===== src/hdl/brsm_pkg.sv =====
// Package for the bytecode register stack machine: opcodes, instruction
// lengths, memory geometry and the request types passed between modules.
// No dependencies.
package brsm_pkg;

  // Register file geometry (register count is a power of two)
  localparam int REG_COUNT = 16;
  localparam int REG_IDX_W = $clog2(REG_COUNT);

  // Data memory geometry (byte count is a power of two), eight byte banks
  localparam int MEM_BYTES  = 65536;
  localparam int MEM_ADDR_W = $clog2(MEM_BYTES);
  localparam int BANKS      = 8;
  localparam int BANK_W     = $clog2(BANKS);
  localparam int ROWS       = MEM_BYTES / BANKS;
  localparam int ROW_W      = MEM_ADDR_W - BANK_W;

  localparam int WORD_W = 64;
  localparam int OUT_REG_W = 4;

  typedef logic [WORD_W-1:0]     word_t;
  typedef logic [MEM_ADDR_W-1:0] maddr_t;
  typedef logic [REG_IDX_W-1:0]  ridx_t;
  typedef logic [ROW_W-1:0]      row_t;
  typedef logic [BANK_W-1:0]     bank_t;

  // Opcodes
  typedef enum logic [7:0] {
    OP_LOADIMM = 8'd0,
    OP_ADD     = 8'd1,
    OP_SUB     = 8'd2,
    OP_XOR     = 8'd3,
    OP_PUSH    = 8'd4,
    OP_POP     = 8'd5,
    OP_JUMP    = 8'd6,
    OP_CALL    = 8'd7,
    OP_RET     = 8'd8,
    OP_LOAD    = 8'd9,
    OP_STORE   = 8'd10
  } opcode_t;

  // Instruction lengths
  localparam word_t LEN_IMM    = 64'd10;
  localparam word_t LEN_BRANCH = 64'd9;
  localparam word_t LEN_ALU    = 64'd3;
  localparam word_t LEN_STACK  = 64'd2;
  localparam word_t LEN_ONE    = 64'd1;

  // Stack slot size and reset stack pointer
  localparam word_t SLOT_BYTES = 64'd8;
  localparam word_t STACK_INIT = word_t'(MEM_BYTES) - SLOT_BYTES;

  // Data memory request: read issued at accept, write issued at execute
  typedef struct packed {
    logic   rd_en;
    maddr_t rd_addr;
    logic   wr_en;
    maddr_t wr_addr;
    word_t  wr_data;
  } mem_req_t;

  // Register file write
  typedef struct packed {
    logic  en;
    ridx_t idx;
    word_t data;
  } rf_wr_t;

endpackage


===== src/hdl/brsm_regfile.sv =====
// Register file of the bytecode machine: two registered read ports, one write
// port, per-entry valid bits for the zero reset and write-to-read forwarding.
// Depends on brsm_pkg.
module brsm_regfile (
  input  logic            clk,
  input  logic            rst,
  input  logic            rd_en,
  input  brsm_pkg::ridx_t rd_a,
  input  brsm_pkg::ridx_t rd_b,
  input  brsm_pkg::rf_wr_t wr,
  output brsm_pkg::word_t rdata_a,
  output brsm_pkg::word_t rdata_b
);
  import brsm_pkg::*;

  word_t                rf [REG_COUNT];
  logic [REG_COUNT-1:0] valid;
  word_t                rq_a;
  word_t                rq_b;
  ridx_t                ra_q;
  ridx_t                rb_q;
  logic                 lw_valid;
  ridx_t                lw_idx;
  word_t                lw_data;

  // Storage and registered reads; an entry never written reads as zero
  always_ff @(posedge clk) begin
    if (wr.en) begin
      rf[wr.idx] <= wr.data;
    end
    if (rd_en) begin
      rq_a <= valid[rd_a] ? rf[rd_a] : '0;
      rq_b <= valid[rd_b] ? rf[rd_b] : '0;
      ra_q <= rd_a;
      rb_q <= rd_b;
    end
  end

  // Valid bits and the most recent write, kept for forwarding
  always_ff @(posedge clk) begin
    if (rst) begin
      valid    <= '0;
      lw_valid <= 1'b0;
    end else if (wr.en) begin
      valid[wr.idx] <= 1'b1;
      lw_valid      <= 1'b1;
    end
  end

  always_ff @(posedge clk) begin
    if (wr.en) begin
      lw_idx  <= wr.idx;
      lw_data <= wr.data;
    end
  end

  // A write on the same edge as the read is missed by the array read
  assign rdata_a = (lw_valid && lw_idx == ra_q) ? lw_data : rq_a;
  assign rdata_b = (lw_valid && lw_idx == rb_q) ? lw_data : rq_b;

endmodule


===== config.mk =====
export PLATFORM = sky130hd
export DESIGN_NAME = brsm_regfile
export DESIGN_NICKNAME = d
export VERILOG_FILES = /design/src/hdl/brsm_pkg.sv /design/src/hdl/brsm_regfile.sv
export SDC_FILE = /design/constraint.sdc
export NUM_CORES = 1
export LEC_CHECK = 0
export BUFFER_PORTS_ARGS = -buffer_cell sky130_fd_sc_hd__clkbuf_2
export CAP_MARGIN = 20
export CORE_ASPECT_RATIO = 0.9
export CORE_MARGIN = 8
export CORE_UTILIZATION = 55
export DETAILED_ROUTE_END_ITERATION = 8
export HOLD_SLACK_MARGIN = 0.06
export PLACE_DENSITY = 0.75
export SLEW_MARGIN = 20
export SYNTH_ARGS = -nofsm -noshare
export SYNTH_HDL_FRONTEND = slang
export SYNTH_SLANG_ARGS = --single-unit

===== constraint.sdc =====
create_clock -name clk -period 6.9 [get_ports clk]
set_input_delay 1.035 -clock clk [delete_from_list [all_inputs] [get_ports clk]]
set_output_delay 1.035 -clock clk [all_outputs]
set_load 0.02 [all_outputs]

---- Word-level counts from Yosys, hierarchy flattened ----
Memory sizes are Yosys's and may differ from the RTL's. A register that Yosys moved wholly into a read port is not among the register bits.
Cells that the tools add are included.
W data, S select, Z words.
operators by class
  bitwise logic cells ..................... 1
  reduce and logical (&&, ||, !) cells .... 5
  muxes and demuxes ....................... 10
  eq/ne operators ......................... 2
  $lt $le $gt $ge ......................... 4
operators by type and width
  operator              number
  $mux W64              2
  $or A16 B16 Y16       1
  $lt A4 B5 Y1 const B  3
  $bmux W1 S4           2
  $eq A4 B4 Y1          2
  $mux W1               5
  $demux W1 S4          1
  $ge A4 B1 Y1 const B  1
  $logic_and A1 B1 Y1   3
  $logic_not A1 Y1      2
word-level totals
  RAM bits ................................ 1024
  bits in registers ....................... 93
  output and inout bits ................... 128
  input bits .............................. 80
  word-level logic and storage cells ...... 29
  memories ................................ 1
memories
  name  words  bits a word  read ports  clocked after Yosys merged registers in  write ports  line                text
  rf    16     64           2           2                                        1            brsm_regfile.sv:16  word_t rf [REG_COUNT];

---- Depth between registers and ports, before layout ----
  depth in word-level cells ............... 5
  mapped depth ............................ 6
  depth with buffers taken out ............ 4

---- Worst setup path before layout ----
OpenSTA, ideal clock, no wires.
  path type ............................... input to register
  start point ............................. in wr[66] (netlist bit)
  end point ............................... mem rf[0][0] (netlist bit), enable pin
  path slack .............................. 0.385 ns
  data required time ...................... 6.332 ns
  setup time .............................. 0.568 ns
  cell stages on the path ................. 2
  arrival ................................. 5.948 ns
  path buffers ............................ 0
  path through ............................ or3b_2 > nor3_1
RTL lines
  element          line                text
  start, declared  brsm_regfile.sv:10  input brsm_pkg::rf_wr_t wr,
  end, declared    brsm_regfile.sv:16
No word-level cell before the write port.

---- Worst setup path in the final report ----
  start point ............................. reg lw_idx[2]
  end point ............................... out rdata_a[30]
on the way
  word-level cells in the longest chain between the ends .. 3
ends and longest elaborated chain
  element                 line                text
  start, declared         brsm_regfile.sv:23  ridx_t lw_idx;
  start signal, assigned  brsm_regfile.sv:52  lw_idx <= wr.idx;
  $eq A4 B4 Y1            brsm_regfile.sv:58  assign rdata_a = (lw_valid && lw_idx == ra_q) ? lw_data : rq_a;
  $logic_and A1 B1 Y1     brsm_regfile.sv:58
  $mux W64                brsm_regfile.sv:58
  end, declared           brsm_regfile.sv:11  output brsm_pkg::word_t rdata_a,
Every way passes these cells.

==> results.yml <==
clock_tree:
  max-clock-path-buffers: 3
  cts_setup_buffers: 0
  cts_buffers: 121
  holdBufCountCts: 0
  path_clk_slew_ps: 60
  clkSinkCount: 1245
  cts_tree: "yes"
  htreeDepth: 3
  clk-insertion-delay-late_ps: 710
  cts.root.buffer_cell: "clkbuf_16"
  post_cts_resized: 0
global_routing:
  overflow: 0
  antenna_found_initial: 4
  grt_max_degree: 165
  grt_pass1_wl_um: 209000
  gr-usage-all-layers_pct: 25.9
  grt_pass1_vias: 31300
sta:
  rsz0062_at_grt: "false"
  setup-violations-final: 0
  finalCritPeriodShare_pct: 59.9
  tns_ps: 0
  fin_skew_ps: 19.6
  whs_ps: 505
  worst_slew_pin_slew_ps: 1210
  layout_min_cycle_time_ps: 4130
  slew_headroom_pct: 19.1
  slew_viol_final: 0
  finalHoldViolCount: 0
  max_freq_mhz: 242
worst_setup_path:
  r2r_end: "rq_b[40]"
  cp.required_ps: 5860
  crit_path_max_fanout: 40
  worst-setup-path-type: "register to primary output"
  rrSetupSlack_ps: 3980
  ff2ff_path_depth: 5
  endpoint_kind: "primary output"
  worstReg2RegStart: "valid[13]"
  worst_setup_path_start_kind: "register"
  arrival_ps: 3100
synthesis:
  synth_area_leaders: "edfxtp_1 68%, mux4_2 22%, a22oi_1 3.5%"
  syn_area_um2: 54300
  synthesis.nets: 2638
  yosysWarnings: 0
  synth_top_area_share_pct: 67.9
  synth_top_cell_by_area: "edfxtp_1"
  synth.avg_cell_area_um2: 21.2
  syn_inst: 2558
  synth_seq_cells: 1245
  yosysSeqAreaShare_pct: 68.5
  synth_cell_types: 26
floorplan:
  die_w_um: 347
  placeableCoreArea_um2: 98100
  die_area_um2: 109000
  rows: 109
  die-height_um: 314
  ios: 208
  initial_core_util_pct: 55.4
job:
  maxCapViolations: 0
min_path:
  hold_path_end: "valid[9]"
  hold_depth: 2
  hp-class: "register to register"
  hold_start: "valid[9]"
final_layout:
  instances_no_fill: 4132
  fill_cells: 6496
  fin_util_pct: 62.0
  layout.nets: 2834
  drive_gt1_share_pct: 38.5
  synthToLayoutAreaGrowth_pct: 11.9
detailed_routing:
  detail-route-antenna-nets: 0
  routed_wl_um: 143000
  vias: 29900
  drt_pass1_iterations: 5
  via_per_inst: 7.22
  route.detailed.drc: 0
  drt_iter0_markers: 3953
  wire_per_inst_um: 34.7
power_and_ir_drop:
  p_per_area_nw_per_um2: 270
  finalPower_uw: 16400
  power.leakage_uw: 0.0193
  vdd_drop_max_uv: 227
run_status:
  status: "completed"
placed_design:
  dpl.hpwl_um: 76700
  placed_cells: 3906
  gp_congestion: 0.772
  io_buffers: 207
-- registers in the layout, indices dropped and copies added, names as in the netlist --
register	count
lw_data	64
rq_b	64
rq_a	64
ra_q	4
lw_valid	1
lw_idx	4
rb_q	4
rf	1024
valid	16
-- critical path, cell delays in order (launching register included) --
cell and delay [ps]:
edfxtp_1 410, xor2_1 200, nor4_4 290, buf_4 690, mux2_1 520, clkbuf_2 210
-- report_power, final --
| part | internal, uW | switching [uW] |
|---|---|---|
| clock | 3780 | 2780 |
| sequential | 8520 | 92.1 |
| combinational | 502 | 723 |
| total | 12800 | 3600 |
-- layout by cell type, fill, tap and decap left out, types with 6 or more instances in the layout --
cell       count
clkbuf_2     201
clkinv_1      20
a22oi_1      256
clkinv_2      26
edfxtp_1    1228
mux2_1        22
mux2_2       106
buf_4         52
bufinv_16     13
nor2_4        14
mux4_2       520
dfxtp_1       17
a21oi_1      128
xor2_1         6
clkbuf_1      29
clkbuf_16    123
buf_12        12
nor2_1        34
-- per-stage QoR --
step,worst slack [ps],area (um2)
4_1_cts,2720,60800
3_5_place_dp,2640,56900
5_1_grt,2660,60800
6_report,2770,60800
2_1_floorplan,385,54300
3_3_place_gp,2660,56800
-- cells in the mapped netlist --
| cell | count |
|---|---|
| or3b_2 | 1 |
| dfxtp_1 | 17 |
| a22oi_1 | 256 |
| a22o_1 | 4 |
| edfxtp_1 | 1228 |
| buf_6 | 6 |
| clkbuf_1 | 99 |
| xor2_1 | 6 |
| mux2_1 | 22 |
| buf_1 | 9 |
| xnor2_1 | 2 |
| nor4_4 | 2 |
| nand2_1 | 3 |
| and2_1 | 2 |
| nand3b_1 | 2 |
| buf_2 | 68 |
| a21oi_1 | 128 |
| nor2b_1 | 4 |
| nor3_1 | 4 |
| mux4_2 | 520 |
| mux2_2 | 106 |
| buf_4 | 16 |
| nor2_1 | 48 |
| nand2b_1 | 2 |
| nand3_1 | 1 |
| nor2_8 | 2 |
-- kinds of logic after synthesis --
logic type / after synthesis / synth area share, %
AOI/OAI and AO/OA: 388 / 4.78
xor gates and xnor gates: 8 / 0.129
buffers and inverters: 198 / 1.72
DFF: 1245 / 68.5
muxes: 648 / 24.2
and+or+nand+nor: 71 / 0.686
-- routing by layer --
metal | GRT usage (%) | vias up | wire (um)
met5 | 0 | - | 27
met4 | 7.58 | 4 | 4400
met3 | 6.04 | 344 | 15800
met2 | 42.6 | 2030 | 70500
met1 | 35.0 | 15800 | 52800
li1 | - | 11600 | -
-- worst max-delay path by stage --
stage                          from     endpoint  cells after the start
after CTS                 lw_idx[2]  rdata_a[30]                      5
final                     lw_idx[2]  rdata_a[30]                      5
after floorplan              wr[66]     rf[0][0]                      2
after global routing      lw_idx[2]  rdata_a[30]                      5
after global placement      rd_b[0]     rq_b[17]                      6
after detailed placement    rd_b[0]     rq_b[10]                      6
-- final cells by class --
| class | count | area (um2) | share of cell area (%) |
|---|---|---|---|
| diodes | 2 | 5.00 | 0.00823 |
| multi-input cells | 1115 | 16400 | 26.9 |
| well taps | 1276 | 1600 | 2.63 |
| clock buffers | 156 | 3240 | 5.33 |
| clock inverters | 67 | 666 | 1.09 |
| repair buffers | 271 | 1740 | 2.85 |
| flip-flops and latches | 1245 | 37200 | 61.2 |
Power figures use the tool's default switching activity.
